`config.mk`:
```
export PLATFORM = sky130hd
export DESIGN_NAME = eased_position_homing_unit
export DESIGN_NICKNAME = d
export VERILOG_FILES = /design/src/hw/rtl/eph_pkg.sv /design/src/hw/rtl/eph_ctx.sv /design/src/hw/rtl/eph_mul.sv /design/src/hw/rtl/eph_out.sv /design/src/hw/rtl/eased_position_homing_unit.sv
export SDC_FILE = /design/constraint.sdc
export NUM_CORES = 2
export LEC_CHECK = 0
export ABC_AREA = 1
export ABC_CLOCK_PERIOD_IN_PS = 8000
export CORE_UTILIZATION = 50
export DETAILED_ROUTE_END_ITERATION = 7
export DONT_BUFFER_PORTS = 1
export GPL_ROUTABILITY_DRIVEN = 0
export PLACE_DENSITY = 0.8
export SETUP_SLACK_MARGIN = 0.2
export SYNTH_ARGS = -nofsm -noshare
export SYNTH_HDL_FRONTEND = slang
export SYNTH_SLANG_ARGS = --single-unit
export TNS_END_PERCENT = 100
```
`constraint.sdc`:
```
create_clock -name clk -period 8 [get_ports clk]
set_input_delay 1.2 -clock clk [delete_from_list [all_inputs] [get_ports clk]]
set_output_delay 1.2 -clock clk [all_outputs]
set_load 0.01 [all_outputs]
```
`src/hw/rtl/eph_pkg.sv`:
```
package eph_pkg;

  // Result status codes.
  localparam logic [1:0] ST_WORK    = 2'd0;
  localparam logic [1:0] ST_DONE    = 2'd1;
  localparam logic [1:0] ST_TIMEOUT = 2'd2;

  // Configuration register indexes.
  localparam int CFG_IDX_W = 3;
  localparam logic [CFG_IDX_W-1:0] CFG_HALF_TURN  = 3'd0;
  localparam logic [CFG_IDX_W-1:0] CFG_FULL_TURN  = 3'd1;
  localparam logic [CFG_IDX_W-1:0] CFG_TIMEOUT_MS = 3'd2;
  localparam logic [CFG_IDX_W-1:0] CFG_ARRIVE_EPS = 3'd3;
  localparam logic [CFG_IDX_W-1:0] CFG_EASE_MAX   = 3'd4;
  localparam logic [CFG_IDX_W-1:0] CFG_EASE_STEP  = 3'd5;

  // Register values after reset.
  localparam logic [29:0] RST_HALF_TURN  = 30'd262144;
  localparam logic [29:0] RST_FULL_TURN  = 30'd524288;
  localparam logic [31:0] RST_TIMEOUT_MS = 32'd50000;
  localparam logic [29:0] RST_ARRIVE_EPS = 30'd3277;
  localparam logic [15:0] RST_EASE_MAX   = 16'd5243;
  localparam logic [12:0] RST_EASE_STEP  = 13'd328;

  localparam logic [15:0] EASE_SAT = 16'hFFFF;
  localparam int PROD_W = 50;

  typedef struct packed {
    logic [29:0] half_turn;
    logic [29:0] full_turn;
    logic [31:0] timeout_ms;
    logic [29:0] arrive_eps;
    logic [15:0] ease_max;
    logic [12:0] ease_step;
  } cfg_t;

  typedef struct packed {
    logic [31:0] now_ms;
    logic [31:0] target_position;
    logic [31:0] feedback_position;
    logic [7:0]  node_id;
    logic [1:0]  axis;
  } item_t;

  // Decision stage to multiply stage.
  typedef struct packed {
    logic [1:0]  status;
    logic        cmd_valid;
    logic        is_move;
    logic [31:0] fixed_pos;
    logic [32:0] err;
    logic [15:0] ease;
    logic [31:0] fb;
    logic [7:0]  node;
  } mid_t;

  // Multiply stage to output stage.
  typedef struct packed {
    logic [1:0]        status;
    logic              cmd_valid;
    logic              is_move;
    logic [31:0]       fixed_pos;
    logic [PROD_W-1:0] prod;
    logic [31:0]       fb;
    logic [7:0]        node;
  } prod_t;

  typedef struct packed {
    logic [7:0]  command_node;
    logic [31:0] command_position;
    logic        command_valid;
    logic [1:0]  status;
  } res_t;

endpackage

```
`src/hw/rtl/eph_ctx.sv`:
```
module eph_ctx #(
  parameter int AXES = 4
) (
  input  logic           clk,
  input  logic           rst_n,
  input  eph_pkg::cfg_t  cfg_i,
  input  logic           item_vld_i,
  input  eph_pkg::item_t item_i,
  output logic           item_rdy_o,
  output logic           mid_vld_o,
  output eph_pkg::mid_t  mid_o,
  input  logic           mid_rdy_i
);
  import eph_pkg::*;

  localparam int AW = (AXES > 1) ? $clog2(AXES) : 1;

  logic        armed_r [AXES];
  logic [15:0] ease_r [AXES];
  logic [31:0] start_r [AXES];
  logic [31:0] ep_r [AXES];

  logic        mid_vld_r;
  mid_t        mid_r, mid_nxt;
  logic        proc;
  logic [AW-1:0] idx;
  logic        in_range;

  logic signed [32:0] diff, err;
  logic [32:0] abs_diff, abs_err;
  logic        far;
  logic signed [33:0] ep_wide;
  logic [31:0] ep_sat;
  logic [31:0] elapsed;
  logic        timed_out, arrived;
  logic [16:0] ease_sum;
  logic [15:0] ease_new;
  logic        cur_armed;
  logic [15:0] cur_ease;
  logic [31:0] cur_start, cur_ep;

  assign item_rdy_o = !mid_vld_r || mid_rdy_i;
  assign proc       = item_vld_i && item_rdy_o;
  assign idx        = AW'(item_i.axis);
  assign in_range   = int'(item_i.axis) < AXES;

  assign cur_armed = armed_r[idx];
  assign cur_ease  = ease_r[idx];
  assign cur_start = start_r[idx];
  assign cur_ep    = ep_r[idx];

  always_comb begin
    diff = $signed({item_i.feedback_position[31], item_i.feedback_position})
         - $signed({item_i.target_position[31], item_i.target_position});
    abs_diff = diff[32] ? 33'(-diff) : 33'(diff);
    far = abs_diff > {3'b000, cfg_i.half_turn};
    if (!far) begin
      ep_wide = 34'(signed'(item_i.target_position));
    end else if (!diff[32]) begin
      ep_wide = 34'(signed'(item_i.target_position)) + $signed({4'b0000, cfg_i.full_turn});
    end else begin
      ep_wide = 34'(signed'(item_i.target_position)) - $signed({4'b0000, cfg_i.full_turn});
    end
    if (ep_wide > 34'sh0_7FFF_FFFF) begin
      ep_sat = 32'h7FFF_FFFF;
    end else if (ep_wide < -34'sh0_8000_0000) begin
      ep_sat = 32'h8000_0000;
    end else begin
      ep_sat = ep_wide[31:0];
    end

    elapsed   = item_i.now_ms - cur_start;
    timed_out = elapsed > cfg_i.timeout_ms;

    err = $signed({cur_ep[31], cur_ep})
        - $signed({item_i.feedback_position[31], item_i.feedback_position});
    abs_err = err[32] ? 33'(-err) : 33'(err);
    arrived = abs_err < {3'b000, cfg_i.arrive_eps};

    ease_sum = {1'b0, cur_ease} + {4'b0000, cfg_i.ease_step};
    if (cur_ease < cfg_i.ease_max) begin
      ease_new = ease_sum[16] ? EASE_SAT : ease_sum[15:0];
    end else begin
      ease_new = cur_ease;
    end

    mid_nxt.status    = ST_WORK;
    mid_nxt.cmd_valid = 1'b0;
    mid_nxt.is_move   = 1'b0;
    mid_nxt.fixed_pos = '0;
    mid_nxt.err       = err;
    mid_nxt.ease      = ease_new;
    mid_nxt.fb        = item_i.feedback_position;
    mid_nxt.node      = item_i.node_id;
    if (in_range && cur_armed) begin
      mid_nxt.cmd_valid = 1'b1;
      if (timed_out) begin
        mid_nxt.status    = ST_TIMEOUT;
        mid_nxt.fixed_pos = item_i.feedback_position;
      end else if (arrived) begin
        mid_nxt.status    = ST_DONE;
        mid_nxt.fixed_pos = item_i.feedback_position;
      end else begin
        mid_nxt.is_move = 1'b1;
      end
    end
  end

  // Armed flags are the only context state that needs a reset: the other
  // fields are written when an axis arms and are read only while armed.
  always_ff @(posedge clk) begin
    if (!rst_n) begin
      for (int i = 0; i < AXES; i++) begin
        armed_r[i] <= 1'b0;
      end
    end else if (proc && in_range) begin
      if (!cur_armed) begin
        armed_r[idx] <= 1'b1;
      end else if (timed_out || arrived) begin
        armed_r[idx] <= 1'b0;
      end
    end
  end

  always_ff @(posedge clk) begin
    if (proc && in_range) begin
      if (!cur_armed) begin
        ease_r[idx]  <= '0;
        start_r[idx] <= item_i.now_ms;
        ep_r[idx]    <= ep_sat;
      end else if (!timed_out && !arrived) begin
        ease_r[idx] <= ease_new;
      end
    end
  end

  always_ff @(posedge clk) begin
    if (!rst_n) begin
      mid_vld_r <= 1'b0;
    end else if (item_rdy_o) begin
      mid_vld_r <= item_vld_i;
    end
  end

  always_ff @(posedge clk) begin
    if (proc) begin
      mid_r <= mid_nxt;
    end
  end

  assign mid_vld_o = mid_vld_r;
  assign mid_o     = mid_r;

  a_quiet_is_working: assert property (@(posedge clk) disable iff (!rst_n)
    mid_vld_r && !mid_r.cmd_valid |-> mid_r.status == ST_WORK && !mid_r.is_move)
    else $error("result without command carries a nonzero status");

  a_finish_disarms: assert property (@(posedge clk) disable iff (!rst_n)
    proc && in_range && cur_armed && (timed_out || arrived) |=> !armed_r[$past(idx)])
    else $error("axis still armed after done or timeout");

  a_ease_monotone: assert property (@(posedge clk) disable iff (!rst_n)
    proc && mid_nxt.is_move |=> ease_r[$past(idx)] >= $past(cur_ease))
    else $error("ease factor fell during an eased move");

endmodule

```
`src/hw/rtl/eph_mul.sv`:
```
module eph_mul (
  input  logic           clk,
  input  logic           rst_n,
  input  logic           mid_vld_i,
  input  eph_pkg::mid_t  mid_i,
  output logic           mid_rdy_o,
  output logic           prod_vld_o,
  output eph_pkg::prod_t prod_o,
  input  logic           prod_rdy_i
);
  import eph_pkg::*;

  logic  prod_vld_r;
  prod_t prod_r, prod_nxt;

  assign mid_rdy_o = !prod_vld_r || prod_rdy_i;

  always_comb begin
    prod_nxt.status    = mid_i.status;
    prod_nxt.cmd_valid = mid_i.cmd_valid;
    prod_nxt.is_move   = mid_i.is_move;
    prod_nxt.fixed_pos = mid_i.fixed_pos;
    prod_nxt.fb        = mid_i.fb;
    prod_nxt.node      = mid_i.node;
    // Signed error times unsigned Q0.16 ease, both widened to the full
    // product width before the multiply.
    prod_nxt.prod = PROD_W'($signed(mid_i.err)) * PROD_W'($signed({1'b0, mid_i.ease}));
  end

  always_ff @(posedge clk) begin
    if (!rst_n) begin
      prod_vld_r <= 1'b0;
    end else if (mid_rdy_o) begin
      prod_vld_r <= mid_vld_i;
    end
  end

  always_ff @(posedge clk) begin
    if (mid_vld_i && mid_rdy_o) begin
      prod_r <= prod_nxt;
    end
  end

  assign prod_vld_o = prod_vld_r;
  assign prod_o     = prod_r;

endmodule

```
`src/hw/rtl/eph_out.sv`:
```
module eph_out (
  input  logic           clk,
  input  logic           rst_n,
  input  logic           prod_vld_i,
  input  eph_pkg::prod_t prod_i,
  output logic           prod_rdy_o,
  output logic           res_vld_o,
  output eph_pkg::res_t  res_o,
  input  logic           res_rdy_i
);
  import eph_pkg::*;

  logic               res_vld_r;
  res_t               res_r, res_nxt;
  logic signed [PROD_W-1:0] rnd;
  logic signed [34:0] sum;
  logic [31:0]        sat;

  assign prod_rdy_o = !res_vld_r || res_rdy_i;

  always_comb begin
    // Round half up, then drop the 16 fraction bits (arithmetic shift).
    rnd = $signed(prod_i.prod) + $signed(PROD_W'(32768));
    sum = 35'(signed'(prod_i.fb)) + 35'(signed'(rnd[PROD_W-1:16]));
    if (sum > 35'sh0_7FFF_FFFF) begin
      sat = 32'h7FFF_FFFF;
    end else if (sum < -35'sh0_8000_0000) begin
      sat = 32'h8000_0000;
    end else begin
      sat = sum[31:0];
    end
    res_nxt.status           = prod_i.status;
    res_nxt.command_valid    = prod_i.cmd_valid;
    res_nxt.command_position = prod_i.is_move ? sat : prod_i.fixed_pos;
    res_nxt.command_node     = prod_i.node;
  end

  always_ff @(posedge clk) begin
    if (!rst_n) begin
      res_vld_r <= 1'b0;
    end else if (prod_rdy_o) begin
      res_vld_r <= prod_vld_i;
    end
  end

  always_ff @(posedge clk) begin
    if (prod_vld_i && prod_rdy_o) begin
      res_r <= res_nxt;
    end
  end

  assign res_vld_o = res_vld_r;
  assign res_o     = res_r;

endmodule

```
`src/hw/rtl/eased_position_homing_unit.sv`:
```
// Eased position homing unit: one homing context per axis.
// Input channel (in_*): one transaction per control tick, carrying the axis,
// the node id, the encoder feedback, the target angle and a millisecond time.
// Result channel (out_*): exactly one transaction per input transaction, in
// order, with status, command valid flag, commanded position and node id.
// Configuration channel (cfg_*): writes one of six registers by index; it is
// always ready and is meant to be written only while no transaction is in
// flight. Indexes beyond the last register are accepted and ignored.
// Throughput: one transaction per cycle while out_tready stays high. Each item
// passes an input register, a decision stage that reads and updates the axis
// context, a multiply stage and an output register that drives out_tvalid.
// Context updates land in the decision stage, so back-to-back items for the
// same axis see each other's effect.
// Reset (rst_n low, synchronous) disarms every axis, empties the pipeline and
// loads the default register values.
// When the receiver stalls, each stage holds its item and keeps accepting
// until the stage after it is full; in_tready falls once all four stages hold
// an item, and no transaction is lost.
module eased_position_homing_unit #(
  parameter int AXES = 4
) (
  input  logic         clk,
  input  logic         rst_n,
  input  logic         in_tvalid,
  output logic         in_tready,
  // axis[1:0], node_id[9:2], feedback_position[41:10],
  // target_position[73:42], now_ms[105:74], zero fill[111:106]
  input  logic [111:0] in_tdata,
  output logic         out_tvalid,
  input  logic         out_tready,
  // status[1:0], command_valid[2], command_position[34:3],
  // command_node[42:35], zero fill[47:43]
  output logic [47:0]  out_tdata,
  input  logic         cfg_valid,
  output logic         cfg_ready,
  input  logic [eph_pkg::CFG_IDX_W-1:0] cfg_index,
  input  logic [31:0]  cfg_data
);
  import eph_pkg::*;

  cfg_t  cfg_r;
  logic  in_vld_r;
  item_t in_item_r;
  logic  ctx_rdy;
  logic  mid_vld, mid_rdy;
  mid_t  mid;
  logic  prod_vld, prod_rdy;
  prod_t prod;
  res_t  res;

  assign cfg_ready = 1'b1;

  always_ff @(posedge clk) begin
    if (!rst_n) begin
      cfg_r.half_turn  <= RST_HALF_TURN;
      cfg_r.full_turn  <= RST_FULL_TURN;
      cfg_r.timeout_ms <= RST_TIMEOUT_MS;
      cfg_r.arrive_eps <= RST_ARRIVE_EPS;
      cfg_r.ease_max   <= RST_EASE_MAX;
      cfg_r.ease_step  <= RST_EASE_STEP;
    end else if (cfg_valid && cfg_ready) begin
      case (cfg_index)
        CFG_HALF_TURN:  cfg_r.half_turn  <= cfg_data[29:0];
        CFG_FULL_TURN:  cfg_r.full_turn  <= cfg_data[29:0];
        CFG_TIMEOUT_MS: cfg_r.timeout_ms <= cfg_data;
        CFG_ARRIVE_EPS: cfg_r.arrive_eps <= cfg_data[29:0];
        CFG_EASE_MAX:   cfg_r.ease_max   <= cfg_data[15:0];
        CFG_EASE_STEP:  cfg_r.ease_step  <= cfg_data[12:0];
        default: ;
      endcase
    end
  end

  // Input register.
  assign in_tready = !in_vld_r || ctx_rdy;

  always_ff @(posedge clk) begin
    if (!rst_n) begin
      in_vld_r <= 1'b0;
    end else if (in_tready) begin
      in_vld_r <= in_tvalid;
    end
  end

  always_ff @(posedge clk) begin
    if (in_tvalid && in_tready) begin
      in_item_r <= in_tdata[105:0];
    end
  end

  eph_ctx #(
    .AXES(AXES)
  ) u_ctx (
    .clk        (clk),
    .rst_n      (rst_n),
    .cfg_i      (cfg_r),
    .item_vld_i (in_vld_r),
    .item_i     (in_item_r),
    .item_rdy_o (ctx_rdy),
    .mid_vld_o  (mid_vld),
    .mid_o      (mid),
    .mid_rdy_i  (mid_rdy)
  );

  eph_mul u_mul (
    .clk        (clk),
    .rst_n      (rst_n),
    .mid_vld_i  (mid_vld),
    .mid_i      (mid),
    .mid_rdy_o  (mid_rdy),
    .prod_vld_o (prod_vld),
    .prod_o     (prod),
    .prod_rdy_i (prod_rdy)
  );

  eph_out u_out (
    .clk        (clk),
    .rst_n      (rst_n),
    .prod_vld_i (prod_vld),
    .prod_i     (prod),
    .prod_rdy_o (prod_rdy),
    .res_vld_o  (out_tvalid),
    .res_o      (res),
    .res_rdy_i  (out_tready)
  );

  assign out_tdata = {5'b00000, res};

endmodule
```
==> impl_metrics.env <==
export IMPL_status="finished with violations"
export IMPL_violations="DRC"
export IMPL_syn_to_final_growth_pct=7.15
export IMPL_ys_ff_latch=866
export IMPL_synthCells=7551
export IMPL_startpoint_type="register"
export IMPL_synth_edf_count=706
export IMPL_crit_required_ns=8.48
export IMPL_fin_skew_ns=0.0779
export IMPL_yosys_top_cells_area="edfxtp_1 32%, fa_1 16%, nand2_1 9.9%"
export IMPL_postCtsSetupRepairBufs=0
export IMPL_grt_pass1_wl_microns=275000
export IMPL_cts_max_level=3
export IMPL_multi_input_area_sq_um=34300
export IMPL_dp_hpwl_microns=134000
export IMPL_synth_area_per_cell_sq_um=8.66
export IMPL_synth_top_area_share_pct=32.4
export IMPL_grtUsageMet3_pct=6.91
export IMPL_post_route_period_util_pct=92.2
export IMPL_period_needed_ns=7.37
export IMPL_drv_slew=0
export IMPL_synth_top_cell_by_area="edfxtp_1"
export IMPL_cp_slowest_stage_delay_ns=0.74
export IMPL_critPathMaxFanout=78
export IMPL_seqCellArea_sq_um=24400
export IMPL_cap_violations=0
export IMPL_first_iter_violations=5748
export IMPL_cts_buffer_depth=3
export IMPL_clock_latency_ns=0.70
export IMPL_place_ws_ns=0.898
export IMPL_num_vias=51557
export IMPL_hp_class="register to register"
export IMPL_grt_max_degree=151
export IMPL_num_fill_cells=11081
export IMPL_cp_arrival_ns=7.85
export IMPL_timing_setup_tns_ns=0
export IMPL_first_pass_iters=8
export IMPL_die_height_microns=364
export IMPL_post_route_drc_count=1
export IMPL_cts_tree="built"
export IMPL_use_met1_pct=33.8
export IMPL_hold_violations=0
export IMPL_yosys_warnings=0
export IMPL_critical_path_class="register to register"
export IMPL_slew_headroom_pct=18.5
export IMPL_rsz0062_at_grt="no"
export IMPL_synth_async_sr_flop_share_pct=0
export IMPL_setup_worst_path_end_class="register"
export IMPL_syn_cell_area_sq_um=65400
export IMPL_globalRouteOverflowTotal=0
export IMPL_portBuffers=0
export IMPL_grt_antenna_before_repair=9
export IMPL_ys_flop_type="edfxtp_1"
export IMPL_clockRootBuffer="clkbuf_16"
export IMPL_cts_resized=0
export IMPL_dieArea_sq_um=132000
export IMPL_core_area_sq_um=130000
export IMPL_postRouteAntennaNets=0
export IMPL_num_io_pins=203
export IMPL_seq_area_frac_synth_pct=37.3
export IMPL_ys_types=62
export IMPL_wire_per_inst_microns=19.2
export IMPL_slowest_stage="inv_4"
export IMPL_path_common_cell="nand2_1"
export IMPL_use_met2_pct=42.8
export IMPL_via_per_inst=5.56
export IMPL_totalWireLength_microns=178000
export IMPL_globalRouteTotalUtil_pct=26.9
export IMPL_busiest_layer="met2"
export IMPL_max_freq_ghz=0.136
export IMPL_die_w_microns=364
export IMPL_grt_pass1_vias=50855
export IMPL_drive_gt1_share_pct=3.47
export IMPL_fin_ws_ns=0.627
export IMPL_row_count=132
export IMPL_worst_pin_slew_ns=1.22
export IMPL_finalSetupViolations=0
export IMPL_numClockSinks=866
export IMPL_clk_pin_slew_ns=0.07
export IMPL_cts_buffers=86
export IMPL_fin_nets=8511
export IMPL_holdBufCountCts=0
export IMPL_start_util_pct=50.4
cells in the final DEF, fill, tap and decap left out, drive strengths merged, types with 10 or more instances in the layout:
| cell | netlist | layout |
|---|---|---|
| a21boi | 14 | 14 |
| a21o | 12 | 12 |
| a21oi | 461 | 461 |
| a31oi | 16 | 16 |
| a32o | 31 | 31 |
| buf | 40 | 77 |
| clkbuf | 229 | 100 |
| clkinv | 3 | 44 |
| dfxtp | 160 | 160 |
| edfxtp | 706 | 706 |
| fa | 507 | 507 |
| ha | 401 | 401 |
| inv | 1490 | 1493 |
| nand2 | 1736 | 1736 |
| nand3 | 169 | 169 |
| nand3b | 20 | 20 |
| nand4 | 47 | 47 |
| nor2 | 572 | 572 |
| nor2b | 13 | 13 |
| nor3 | 62 | 62 |
| nor4 | 10 | 10 |
| o211ai | 22 | 22 |
| o21a | 19 | 19 |
| o21ai | 426 | 426 |
| o21bai | 11 | 11 |
| o22ai | 47 | 47 |
| xnor2 | 73 | 73 |
| xor2 | 194 | 194 |
logic make-up after synthesis:
family / count (synthesis) / synth area share [%]
other: 2 / 0.0115
buffers and inverters: 1762 / 10.3
flip-flops: 866 / 37.3
XOR/XNOR: 267 / 3.58
AO/OA/AOI/OAI: 1098 / 9.26
AND/OR/NAND/NOR: 2648 / 16.3
adder cells (fa/ha/maj): 908 / 23.2
registers in the layout, indices dropped and copies added (netlist names), named ones only:
register,flops
u_ctx.start_r,128
u_ctx.ease_r,64
u_ctx.ep_r,128
u_ctx.mid_o,125
u_ctx.mid_vld_o,1
u_out.res_o,43
in_vld_r,1
u_mul.prod_vld_o,1
u_ctx.armed_r,4
in_item_r,106
cfg_r,151
u_mul.prod_o,111
u_out.res_vld_o,1
cell usage after synthesis, drive strengths merged (47+ instances only):
master	number
o22ai	47
nor3	62
xor2	194
o21ai	426
nand4	47
dfxtp	160
nand2	1736
clkbuf	229
edfxtp	706
fa	507
inv	1490
xnor2	73
a21oi	461
nor2	572
ha	401
nand3	169
worst paths after layout:
kind	from	to	slack [ns]	cells past startpoint
hold reg to reg	u_ctx.mid_o[89]$_SDFFCE_PN0P_	u_mul.prod_o[90]$_DFFE_PP_	0.42	0
hold / removal	u_ctx.mid_o[89]$_SDFFCE_PN0P_	u_mul.prod_o[90]$_DFFE_PP_	0.42	0
setup / recovery	register	u_ctx.mid_o[102]$_SDFFCE_PN0P_	0.63	34
setup reg to reg	register	u_ctx.mid_o[102]$_SDFFCE_PN0P_	0.63	34
area by class of cell:
| type | instances | area share (%) |
|---|---|---|
| diodes | 3 | 0.0107 |
| clock buffers | 100 | 3.25 |
| flip-flops and latches | 866 | 34.9 |
| well taps | 1742 | 3.11 |
| inverters | 1493 | 8.02 |
| multi-input cells | 4927 | 49.0 |
| repair buffers | 77 | 0.843 |
| clock inverters | 58 | 0.951 |
layer usage:
metal / share of wire, % / vias to the layer above / routed length, microns
met5: 0.041 / - / 72
met4: 5.6 / 12 / 9990
met3: 12 / 553 / 21000
met2: 45 / 2734 / 80300
met1: 37 / 24560 / 66400
li1: - / 23698 / -
critical path, delay by kind of cell (launching register included):
family	cells	cell delay, ns
AOI/OAI and AO/OA	7	1.59
xor gates and xnor gates	1	0.15
adders and majority gates	2	0.73
buffers and inverters	8	2.00
DFF	1	0.55
and+or+nand+nor	16	1.98
stage by stage:
step / util [%] / hold slack [ns] / std cells / area (sq um)
finish: 54.0 / 0.415 / 9266 / 70000
global route: 54.0 / 0.419 / 9263 / 70000
CTS: 54.0 / 0.415 / 9263 / 70000
detailed placement: 51.7 / 0.405 / 9105 / 67100
global placement: 51.7 / 0.400 / 9105 / 67100
floorplan: - / 0.400 / 7555 / 65400
Power is left out: the tool's default activity adds up to more than one toggle a clock period on the data nets, which glitch-free logic cannot reach.
